$ cat src/hdl/bbps_pkg.sv
// shared types, constants and functions of the block parity hiding core
package bbps_pkg;

    localparam int unsigned CELLS = 9;
    localparam logic [8:0] KEY_RESET = 9'd186;

    typedef enum logic [1:0] {
        MODE_EMBED   = 2'd0,
        MODE_EXTRACT = 2'd1,
        MODE_CLEAR   = 2'd2
    } mode_t;

    typedef struct packed {
        logic masked;
        logic elig_zero;
        logic elig_one;
        logic elig_any;
    } lane_t;

    typedef struct packed {
        logic       used;
        logic [8:0] out_block;
        logic       data_bit;
        logic       s_par;
    } merge_t;

    typedef struct packed {
        logic       block_used;
        logic [8:0] out_block;
        logic       data_bit;
        logic       byte_ready;
        logic [7:0] byte_value;
        logic       byte_ok;
        logic       halted;
    } res_t;

    function automatic logic printable(input logic [7:0] c);
        logic hit;
        hit = (c == 8'd32) || (c == 8'd33) || (c == 8'd34) || (c == 8'd39) ||
              (c == 8'd40) || (c == 8'd41) || (c == 8'd44) || (c == 8'd46) ||
              (c == 8'd63);
        hit = hit || ((c >= 8'd48) && (c <= 8'd57));
        hit = hit || ((c >= 8'd65) && (c <= 8'd90));
        hit = hit || ((c >= 8'd97) && (c <= 8'd122));
        return hit;
    endfunction

endpackage

$ cat src/hdl/bbps_lane.sv
// one cell lane: masked pixel and flip eligibility per class
module bbps_lane (
    input  logic             key_bit,
    input  logic             pixel_bit,
    output bbps_pkg::lane_t  lane
);

    always_comb begin
        lane.masked    = key_bit & pixel_bit;
        lane.elig_zero = key_bit & ~pixel_bit;
        lane.elig_one  = key_bit & pixel_bit;
        lane.elig_any  = key_bit;
    end

endmodule

$ cat src/hdl/bbps_merge.sv
// merge of the lane results: counts, usability, rotated cell choice, parity
module bbps_merge (
    input  bbps_pkg::lane_t [8:0] lanes,
    input  logic [8:0]            block_bits,
    input  logic                  embed_en,
    input  logic                  message_bit,
    input  logic [3:0]            pick,
    output bbps_pkg::merge_t      res
);

    logic [3:0]  s_cnt;
    logic [3:0]  k_cnt;
    logic [8:0]  key_vec;
    logic [8:0]  elig;
    logic [3:0]  pick_m;
    logic [17:0] elig2;
    logic [17:0] rot2;
    logic [8:0]  rot;
    logic [8:0]  first;
    logic [17:0] unrot2;
    logic [8:0]  flip;
    logic        used;
    logic        s_one;
    logic        s_top;
    logic [8:0]  ob;

    always_comb begin
        s_cnt   = 4'd0;
        k_cnt   = 4'd0;
        key_vec = '0;
        for (int i = 0; i < 9; i++) begin
            s_cnt      = s_cnt + {3'd0, lanes[i].masked};
            k_cnt      = k_cnt + {3'd0, lanes[i].elig_any};
            key_vec[i] = lanes[i].elig_any;
        end
    end

    assign used  = (s_cnt != 4'd0) && (s_cnt < k_cnt);
    assign s_one = (s_cnt == 4'd1);
    assign s_top = ((s_cnt + 4'd1) == k_cnt);

    always_comb begin
        for (int i = 0; i < 9; i++) begin
            if (s_one) begin
                elig[i] = lanes[i].elig_zero;
            end else if (s_top) begin
                elig[i] = lanes[i].elig_one;
            end else begin
                elig[i] = lanes[i].elig_any;
            end
        end
    end

    // first eligible cell at or after pick, wrapping
    assign pick_m = (pick >= 4'd9) ? (pick - 4'd9) : pick;
    assign elig2  = {elig, elig};
    assign rot2   = elig2 >> pick_m;
    assign rot    = rot2[8:0];
    assign first  = rot & (~rot + 9'd1);
    assign unrot2 = {first, first} << pick_m;
    assign flip   = unrot2[17:9];

    assign ob = (embed_en && used && (s_cnt[0] != message_bit)) ? (block_bits ^ flip)
                                                                : block_bits;

    always_comb begin
        res.used      = used;
        res.out_block = ob;
        res.s_par     = s_cnt[0];
        res.data_bit  = embed_en ? ^(ob & key_vec) : s_cnt[0];
    end

endmodule

$ cat src/hdl/binary_block_parity_stego_core.sv
// Results are registered in the output register, or in the skid word on a stall.
// One word per cycle while s_ready is high; nine cell lanes and merge are combinational.
// A two-entry result buffer (output register plus skid) keeps s_ready high while
// one result waits. Synchronous active-low reset sets the key to 186 and clears
// the byte shifter, bit position, halt flag and result buffer.
module binary_block_parity_stego_core (
    input  logic       aclk,
    input  logic       aresetn,
    input  logic       cfg_valid,
    output logic       cfg_ready,
    input  logic [8:0] cfg_key_mask,
    input  logic       s_valid,
    output logic       s_ready,
    input  logic [1:0] s_mode,
    input  logic [8:0] s_block_bits,
    input  logic       s_message_bit,
    input  logic [3:0] s_pick,
    output logic       m_valid,
    input  logic       m_ready,
    output logic       m_block_used,
    output logic [8:0] m_out_block,
    output logic       m_data_bit,
    output logic       m_byte_ready,
    output logic [7:0] m_byte_value,
    output logic       m_byte_ok,
    output logic       m_halted
);

    logic [8:0]             key_reg;
    logic [7:0]             shift_reg;
    logic [7:0]             shift_next;
    logic [2:0]             pos_reg;
    logic [2:0]             pos_next;
    logic                   stop_reg;
    logic                   stop_next;
    bbps_pkg::lane_t [8:0]  lanes;
    bbps_pkg::merge_t       mrg;
    bbps_pkg::res_t         res_next;
    bbps_pkg::res_t         main_reg;
    bbps_pkg::res_t         skid_reg;
    logic                   main_valid_reg;
    logic                   skid_valid_reg;
    logic                   accept;
    logic [7:0]             shifted;

    assign cfg_ready = 1'b1;
    assign s_ready   = ~skid_valid_reg;
    assign accept    = s_valid & s_ready;

    for (genvar g = 0; g < bbps_pkg::CELLS; g++) begin : g_lane
        bbps_lane u_lane (
            .key_bit   (key_reg[g]),
            .pixel_bit (s_block_bits[g]),
            .lane      (lanes[g])
        );
    end

    bbps_merge u_merge (
        .lanes       (lanes),
        .block_bits  (s_block_bits),
        .embed_en    (s_mode == bbps_pkg::MODE_EMBED),
        .message_bit (s_message_bit),
        .pick        (s_pick),
        .res         (mrg)
    );

    assign shifted = {shift_reg[6:0], mrg.s_par};

    always_comb begin
        shift_next          = shift_reg;
        pos_next            = pos_reg;
        stop_next           = stop_reg;
        res_next.block_used = 1'b0;
        res_next.out_block  = s_block_bits;
        res_next.data_bit   = 1'b0;
        res_next.byte_ready = 1'b0;
        res_next.byte_value = 8'd0;
        res_next.byte_ok    = 1'b0;
        unique case (s_mode)
            bbps_pkg::MODE_CLEAR: begin
                shift_next = 8'd0;
                pos_next   = 3'd0;
                stop_next  = 1'b0;
            end
            bbps_pkg::MODE_EMBED: begin
                res_next.block_used = mrg.used;
                res_next.out_block  = mrg.out_block;
                res_next.data_bit   = mrg.used & mrg.data_bit;
            end
            bbps_pkg::MODE_EXTRACT: begin
                res_next.block_used = mrg.used;
                res_next.data_bit   = mrg.used & mrg.s_par;
                if (mrg.used && !stop_reg) begin
                    if (pos_reg == 3'd7) begin
                        res_next.byte_ready = 1'b1;
                        res_next.byte_value = shifted;
                        res_next.byte_ok    = bbps_pkg::printable(shifted);
                        stop_next           = ~bbps_pkg::printable(shifted);
                        shift_next          = 8'd0;
                        pos_next            = 3'd0;
                    end else begin
                        shift_next = shifted;
                        pos_next   = pos_reg + 3'd1;
                    end
                end
            end
            default: begin
            end
        endcase
        res_next.halted = stop_next;
    end

    always_ff @(posedge aclk) begin
        if (!aresetn) begin
            key_reg   <= bbps_pkg::KEY_RESET;
            shift_reg <= 8'd0;
            pos_reg   <= 3'd0;
            stop_reg  <= 1'b0;
        end else begin
            if (cfg_valid) begin
                key_reg <= cfg_key_mask;
            end
            if (accept) begin
                shift_reg <= shift_next;
                pos_reg   <= pos_next;
                stop_reg  <= stop_next;
            end
        end
    end

    // output register with skid word
    always_ff @(posedge aclk) begin
        if (!aresetn) begin
            main_valid_reg <= 1'b0;
            skid_valid_reg <= 1'b0;
        end else if (!main_valid_reg || m_ready) begin
            if (skid_valid_reg) begin
                main_valid_reg <= 1'b1;
                skid_valid_reg <= 1'b0;
            end else begin
                main_valid_reg <= accept;
            end
        end else if (accept) begin
            skid_valid_reg <= 1'b1;
        end
    end

    always_ff @(posedge aclk) begin
        if (!main_valid_reg || m_ready) begin
            main_reg <= skid_valid_reg ? skid_reg : res_next;
        end else if (accept) begin
            skid_reg <= res_next;
        end
    end

    assign m_valid      = main_valid_reg;
    assign m_block_used = main_reg.block_used;
    assign m_out_block  = main_reg.out_block;
    assign m_data_bit   = main_reg.data_bit;
    assign m_byte_ready = main_reg.byte_ready;
    assign m_byte_value = main_reg.byte_value;
    assign m_byte_ok    = main_reg.byte_ok;
    assign m_halted     = main_reg.halted;

endmodule

$ cat config.mk
export PLATFORM = sky130hd
export DESIGN_NAME = binary_block_parity_stego_core
export DESIGN_NICKNAME = d
export VERILOG_FILES = /design/src/hdl/bbps_pkg.sv /design/src/hdl/bbps_lane.sv /design/src/hdl/bbps_merge.sv /design/src/hdl/binary_block_parity_stego_core.sv
export SDC_FILE = /design/constraint.sdc
export NUM_CORES = 1
export LEC_CHECK = 0
export ABC_CLOCK_PERIOD_IN_PS = 22400
export BUFFER_PORTS_ARGS = -buffer_cell sky130_fd_sc_hd__buf_2
export CORE_MARGIN = 2
export CORE_UTILIZATION = 35
export CTS_CLUSTER_SIZE = 10
export DETAILED_ROUTE_END_ITERATION = 12
export PLACE_DENSITY = 0.6
export SETUP_SLACK_MARGIN = 0.3
export SLEW_MARGIN = 20
export SYNTH_ARGS = -nofsm -noshare
export SYNTH_HDL_FRONTEND = slang
export SYNTH_HIERARCHICAL = 1
export SYNTH_SLANG_ARGS = --single-unit
$ cat constraint.sdc
create_clock -name aclk -period 22.4 [get_ports aclk]
set_input_delay 0 -clock aclk [delete_from_list [all_inputs] [get_ports aclk]]
set_output_delay 0 -clock aclk [all_outputs]
set_load 0.005 [all_outputs]
== Yosys cells after proc, flatten, opt, wreduce, memory -nomap -nowiden ==
Index checks and enable logic that the tools add are counted.
Word-level totals
  bits in registers: 66
  output and inout bits: 25
  input port bits: 30
  logic and storage cells: 171
Operators by class
  shift-type cells: 2
  reductions and logical operators: 29
  order comparisons: 8
  mux-type cells: 38
  bitwise operators: 38
  $add $sub $neg: 20
  equality and inequality tests: 16
Operator list (number)
  8-bit by 6-bit equality test with 1-bit output (second input constant): 9
  4-bit by 1-bit adder with 4-bit output: 14
  10-bit two-way mux: 3
  1-bit two-way mux: 23
  22-bit two-way mux: 1
  1-bit AND: 21
  9-bit AND: 2
  9-bit two-way mux: 2
  18-bit by 4-bit left shift with 18-bit output: 1
  18-bit by 4-bit >> shifter with 9-bit output: 1
  8-bit by 7-bit >= comparator with 1-bit output (second input constant): 2
  8-bit by 7-bit less-or-equal comparator with 1-bit output (second input constant): 2
  7-bit two-way mux: 2
  7-bit case mux with 2 select lines: 1
  1-bit NOT: 13
  1-bit logical OR: 12
  9-bit by 1-bit adder with 9-bit output (second input constant): 1
  9-bit NOT: 1
  9-bit XOR reduction: 1
  9-bit bitwise XOR: 1
  8-bit by 6-bit >= comparator with 1-bit output (second input constant): 1
  8-bit by 6-bit less-or-equal comparator with 1-bit output (second input constant): 1
  1-bit logical AND: 7
  3-bit two-way mux: 2
  other kinds (23): 27

== Logic depth before layout (Yosys ltp) ==
  word-level depth: 26
  mapped depth: 31
  gate-level depth less buffers: 28

== Modules after synthesis ==
The synthesis kept the hierarchy.
By module, submodules not included
  bbps_merge: times used 1, sequential area each 0.0 um^2, cells an instance 412, area an instance 3056.7 um^2
  binary_block_parity_stego_core: times used 1, sequential area each 1761.7 um^2, cells an instance 218, area an instance 2850.2 um^2
  bbps_lane: times used 9, sequential area each 0.0 um^2, cells an instance 4, area an instance 31.3 um^2

== Worst setup path before layout ==
OpenSTA, ideal clock, no wires.
  kind: register to register
  start point: reg key_reg[2]
  end point: reg main_reg, in the netlist m_data_bit (data pin)
  library setup time: 0.268 ns
  arrival time: 7.589 ns
  slack: 14.543 ns
  period minus slack after synthesis: 7.857 ns
  cell stages (with the launch flop): 31
  buffers on the path: 3
  data required time: 22.132 ns
  path through: dfxtp_1 -> and2_2 -> buf_4 -> fa_1 -> inv_1 -> fa_1 -> inv_1 -> fa_1 -> ha_1 -> fa_1 -> ha_1 -> xor3_1 -> and2_1 -> buf_4 -> a31oi_1 -> a21oi_2 -> a221oi_4 -> o41ai_4 -> a2111oi_4 -> nand4bb_1 -> buf_4 -> o32ai_4 -> nor2_1 -> o32ai_4 -> mux2i_1 -> xor2_1 -> xnor3_1 -> xnor3_1 -> mux2_2 -> mux2i_1 -> o31ai_1
RTL lines
  start: declaration: RTL line binary_block_parity_stego_core.sv:29  | logic [8:0] key_reg;
  start signal: assignment: RTL line binary_block_parity_stego_core.sv:115  | key_reg <= bbps_pkg::KEY_RESET;
  start signal: assignment: RTL line binary_block_parity_stego_core.sv:121  | key_reg <= cfg_key_mask;
  end signal: assignment: RTL line binary_block_parity_stego_core.sv:150  | main_reg <= skid_valid_reg ? skid_reg : res_next;
  end: declaration: RTL line binary_block_parity_stego_core.sv:39  | bbps_pkg::res_t main_reg;

==> run_summary.xml <==
<?xml version="1.0" encoding="UTF-8"?>
<metrics>
  <group name="run_status">
    <metric name="result_of_the_run" unit="">finished, final reports clean</metric>
  </group>
  <group name="yosys">
    <metric name="synth_cells" unit="">666</metric>
    <metric name="synthesis.nets" unit="">728</metric>
    <metric name="number_of_enable_type_register_cells_in_the_synthesized_netlist" unit="">44</metric>
    <metric name="synth.top_cells.by_area" unit="">sky130_fd_sc_hd__edfxtp_1 (21%), sky130_fd_sc_hd__dfxtp_1 (7.1%), sky130_fd_sc_hd__mux2_2 (4.7%), sky130_fd_sc_hd__ha_1 (4.4%), sky130_fd_sc_hd__nand2_1 (3.6%)</metric>
    <metric name="synthDominantCellAreaShare" unit="">0.2135</metric>
    <metric name="synth.distinct_cells" unit="">99</metric>
    <metric name="synth.yosys.warnings" unit="">6</metric>
    <metric name="seq_area_frac_synth" unit="">0.2847</metric>
    <metric name="syn-cell-area" unit="um^2">6188</metric>
    <metric name="synth_ff_type" unit="">sky130_fd_sc_hd__edfxtp_1</metric>
    <metric name="ys_seq_elements" unit="">66</metric>
    <metric name="netlist.top_cell.by_area" unit="">sky130_fd_sc_hd__edfxtp_1</metric>
    <metric name="postSynthAreaPerCell" unit="um^2">9.292</metric>
    <metric name="async_reset_ff_frac" unit="">0</metric>
  </group>
  <group name="grt">
    <metric name="grt.total_usage" unit="">0.1793</metric>
    <metric name="antenna_found_initial" unit="">0</metric>
    <metric name="first_pass_grt_wire_length" unit="um">26570</metric>
    <metric name="globalRoute.totalOverflow" unit="">0</metric>
    <metric name="via_count_of_the_first_global_routing_pass" unit="">4909</metric>
    <metric name="grt_max_degree" unit="">33</metric>
  </group>
  <group name="clocking">
    <metric name="cts_num_sinks" unit="">66</metric>
    <metric name="ctsResizeCount" unit="">0</metric>
    <metric name="root_buffer" unit="">sky130_fd_sc_hd__clkbuf_16</metric>
    <metric name="tritoncts" unit="">done</metric>
    <metric name="cts_inserted_buffers" unit="">9</metric>
    <metric name="clk_pin_slew" unit="ns">0.06</metric>
    <metric name="largest_buffer_count_on_any_clock_path" unit="">2</metric>
    <metric name="h_tree_levels" unit="">3</metric>
    <metric name="clock_insertion_delay_worst_skew" unit="ns">0.32</metric>
  </group>
  <group name="power">
    <metric name="worst_ir_drop_on_vdd" unit="V">0.00004387</metric>
    <metric name="cellLeakagePower" unit="nW">2.782</metric>
    <metric name="power_density" unit="nW/um^2">98.73</metric>
  </group>
  <group name="sta">
    <metric name="period_needed" unit="ns">8.915</metric>
    <metric name="final_number_of_hold_violating_endpoints" unit="">0</metric>
    <metric name="post-route-period-util" unit="">0.3980</metric>
    <metric name="setup_viol" unit="">0</metric>
    <metric name="worst_pin_slew" unit="ns">0.9907</metric>
    <metric name="fin_tns_setup" unit="ns">0</metric>
    <metric name="post_route_skew" unit="ns">0.007941</metric>
    <metric name="whs" unit="ns">0.01754</metric>
    <metric name="timing.fmax" unit="GHz">0.1122</metric>
    <metric name="rsz0062_at_grt" unit="">no</metric>
    <metric name="worst_slew_margin_rel" unit="">0.3395</metric>
    <metric name="slew_violations" unit="">0</metric>
    <metric name="final_critical_path_setup_slack" unit="ns">13.48</metric>
  </group>
  <group name="place">
    <metric name="post-dp-hpwl" unit="um">12490</metric>
    <metric name="placement.io_buffers" unit="">53</metric>
    <metric name="post-place-ws" unit="ns">13.57</metric>
    <metric name="post_dp_cell_area" unit="um^2">6523</metric>
    <metric name="gp_routability_congestion" unit="">0.9354</metric>
  </group>
  <group name="layout">
    <metric name="antenna_diode_count" unit="">0</metric>
    <metric name="largest_register_ff_count" unit="">22</metric>
    <metric name="nNetsFinal" unit="">756</metric>
    <metric name="area.growth.synth_to_final" unit="%">11.73</metric>
    <metric name="drive_above_1_share" unit="">0.2217</metric>
    <metric name="stdcell_area" unit="um^2">6914</metric>
    <metric name="postLayoutCoreUtil" unit="">0.3997</metric>
    <metric name="fillerInstances" unit="">1759</metric>
  </group>
  <group name="routing">
    <metric name="vias_per_cell" unit="">5.728</metric>
    <metric name="route.detailed.drc" unit="">0</metric>
    <metric name="vias" unit="">5293</metric>
    <metric name="antenna_left" unit="">0</metric>
    <metric name="routed_wirelength" unit="um">16580</metric>
    <metric name="number_of_drc_markers_in_iteration_0" unit="">573</metric>
    <metric name="drt_pass1_iterations" unit="">6</metric>
    <metric name="routed_wire_length_per_instance" unit="um">17.94</metric>
  </group>
  <group name="critical_path">
    <metric name="crit_path_kind" unit="">flip-flop to flip-flop</metric>
    <metric name="critPathLaunchType" unit="">flip-flop</metric>
    <metric name="crit_path_max_fanout" unit="">9</metric>
    <metric name="required" unit="ns">22.44</metric>
    <metric name="setup.worst_path.end_class" unit="">flip-flop</metric>
    <metric name="crit_path_dat" unit="ns">8.96</metric>
    <metric name="worst-r2r-setup-slack" unit="ns">13.48</metric>
  </group>
  <group name="die">
    <metric name="die-width" unit="um">137.0</metric>
    <metric name="core_area" unit="um^2">17300</metric>
    <metric name="rows" unit="">48</metric>
    <metric name="initial_core_util" unit="">0.3578</metric>
    <metric name="dieArea" unit="um^2">18760</metric>
    <metric name="die_h" unit="um">137.0</metric>
    <metric name="floorplan.io_pins" unit="">55</metric>
  </group>
  <group name="min_path">
    <metric name="holdCritPathClass" unit="">input port to flip-flop</metric>
  </group>
  <group name="run">
    <metric name="max_cap_viol_count" unit="">0</metric>
  </group>
</metrics>
## cell usage in the layout (no fill, tap or decap), drive strengths merged, types with 5 or more instances in the layout
master / n
a211o: 5
a211oi: 23
a21boi: 13
a21o: 9
a21oi: 20
a221oi: 6
a31oi: 12
and2: 13
and2b: 9
and3: 9
buf: 60
clkbuf: 9
dfxtp: 22
dlygate4sd3: 9
edfxtp: 44
fa: 10
ha: 22
inv: 33
mux2: 26
mux2i: 19
mux4: 5
nand2: 60
nand2b: 9
nand3: 13
nor2: 52
nor2b: 12
nor3: 20
o211ai: 9
o21ai: 36
o22ai: 5
o31ai: 7
xnor2: 7
xor2: 9
## layout make-up
cell class | instances | area, um^2 | area share
Clock inverter | 7 | 76.32 | 0.01104
Tap cell | 225 | 281.5 | 0.04072
Multi-Input combinational cell | 518 | 4049 | 0.5856
Sequential cell | 66 | 1762 | 0.2548
Timing Repair Buffer | 69 | 407.9 | 0.05899
Clock buffer | 9 | 225.2 | 0.03257
Inverter | 30 | 112.6 | 0.01629
## critical path, stage by stage (launching register included)
cell                        delay (ns)
sky130_fd_sc_hd__dfxtp_1          0.38
sky130_fd_sc_hd__and2_2           0.22
sky130_fd_sc_hd__fa_1             0.54
sky130_fd_sc_hd__inv_1            0.05
sky130_fd_sc_hd__fa_1             0.47
sky130_fd_sc_hd__inv_1            0.05
sky130_fd_sc_hd__fa_1             0.45
sky130_fd_sc_hd__ha_1             0.22
sky130_fd_sc_hd__fa_1             0.57
sky130_fd_sc_hd__ha_1             0.18
sky130_fd_sc_hd__xor3_1           0.42
sky130_fd_sc_hd__and2_1           0.29
sky130_fd_sc_hd__a31oi_1          0.42
sky130_fd_sc_hd__a211oi_1         0.21
sky130_fd_sc_hd__nor3_1           0.39
sky130_fd_sc_hd__o41ai_4          0.20
sky130_fd_sc_hd__a2111oi_4        0.54
sky130_fd_sc_hd__nand4bb_1        0.44
sky130_fd_sc_hd__o32ai_4          0.42
sky130_fd_sc_hd__nor2_1           0.12
sky130_fd_sc_hd__o32ai_4          0.34
sky130_fd_sc_hd__mux2i_1          0.25
sky130_fd_sc_hd__xor2_1           0.18
sky130_fd_sc_hd__xnor3_1          0.40
sky130_fd_sc_hd__xnor3_1          0.35
sky130_fd_sc_hd__mux2_2           0.27
sky130_fd_sc_hd__mux2i_1          0.17
sky130_fd_sc_hd__o31ai_1          0.10
## per-layer routing
layer / track usage / part of all wire / up-vias
li1: - / - / 2531
met1: 0.2483 / 0.46 / 2520
met2: 0.2905 / 0.47 / 216
met3: 0.02444 / 0.058 / 26
met4: 0.05326 / 0.017 / 0
met5: 0 / 0 / -
## worst paths after layout
check                           startpoint    endpoint  cells after the start
worst max-delay path            key_reg[2]  m_data_bit                     27
worst min-delay path               aresetn  key_reg[7]                      2
worst max register to register  key_reg[2]  m_data_bit                     27
worst min register to register  pos_reg[1]  pos_reg[1]                      2
## Yosys cell counts, types with 4 or more instances
cell / count
sky130_fd_sc_hd__a21boi_0: 11
sky130_fd_sc_hd__a31oi_1: 10
sky130_fd_sc_hd__mux2_2: 26
sky130_fd_sc_hd__o21ai_0: 29
sky130_fd_sc_hd__o211ai_1: 8
sky130_fd_sc_hd__inv_1: 29
sky130_fd_sc_hd__a21o_1: 8
sky130_fd_sc_hd__fa_1: 10
sky130_fd_sc_hd__buf_4: 22
sky130_fd_sc_hd__o21ai_1: 7
sky130_fd_sc_hd__and3_1: 8
sky130_fd_sc_hd__a221oi_1: 4
sky130_fd_sc_hd__o22ai_1: 5
sky130_fd_sc_hd__nand2b_1: 9
sky130_fd_sc_hd__nor2b_1: 12
sky130_fd_sc_hd__nor2_1: 52
sky130_fd_sc_hd__a21oi_1: 19
sky130_fd_sc_hd__and2_2: 9
sky130_fd_sc_hd__a211o_1: 5
sky130_fd_sc_hd__ha_1: 22
sky130_fd_sc_hd__nand3b_1: 4
sky130_fd_sc_hd__dfxtp_1: 22
sky130_fd_sc_hd__nand3_1: 13
sky130_fd_sc_hd__and2b_2: 9
sky130_fd_sc_hd__edfxtp_1: 44
sky130_fd_sc_hd__nand2_1: 60
sky130_fd_sc_hd__mux4_2: 5
sky130_fd_sc_hd__xnor2_1: 7
sky130_fd_sc_hd__and2_1: 4
sky130_fd_sc_hd__clkbuf_1: 23
sky130_fd_sc_hd__o31ai_1: 7
sky130_fd_sc_hd__a211oi_1: 23
sky130_fd_sc_hd__xor2_1: 8
sky130_fd_sc_hd__nor3_1: 19
sky130_fd_sc_hd__mux2i_1: 18
sky130_fd_sc_hd__o21a_1: 4
## kinds of logic (layout without fill, tap and decap cells)
group	Yosys count	after routing	synth area share
other	1	1	0.0006060
and+or+nand+nor	222	222	0.1858
xor gates and xnor gates	22	22	0.04630
muxes	50	50	0.09685
adders and majority gates	32	32	0.07683
AOI/OAI and AO/OA	191	191	0.2440
DFF	66	66	0.2847
buffers and inverters	82	115	0.06490
## report_power, final
part | total [mW] | switching [mW] | internal (mW)
Combinational | 0.399 | 0.251 | 0.148
Clock | 0.140 | 0.0532 | 0.0872
Sequential | 0.143 | 0.00423 | 0.139
Total | 0.683 | 0.309 | 0.374
## timing repair
item | CTS | global route
buffers inserted | 0 | 0
hold buffers | 9 | 0
endpoints found under the hold margin | 9 | 0
## per-stage QoR
stage / power [mW] / cells
6_report: 0.6827 / 924
5_1_grt: 0.7283 / 924
4_1_cts: 0.6779 / 924
3_5_place_dp: 0.5338 / 899
3_3_place_gp: 0.5362 / 899
2_1_floorplan: 0.4484 / 666
No activity file was read; power rests on OpenSTA's default activity.
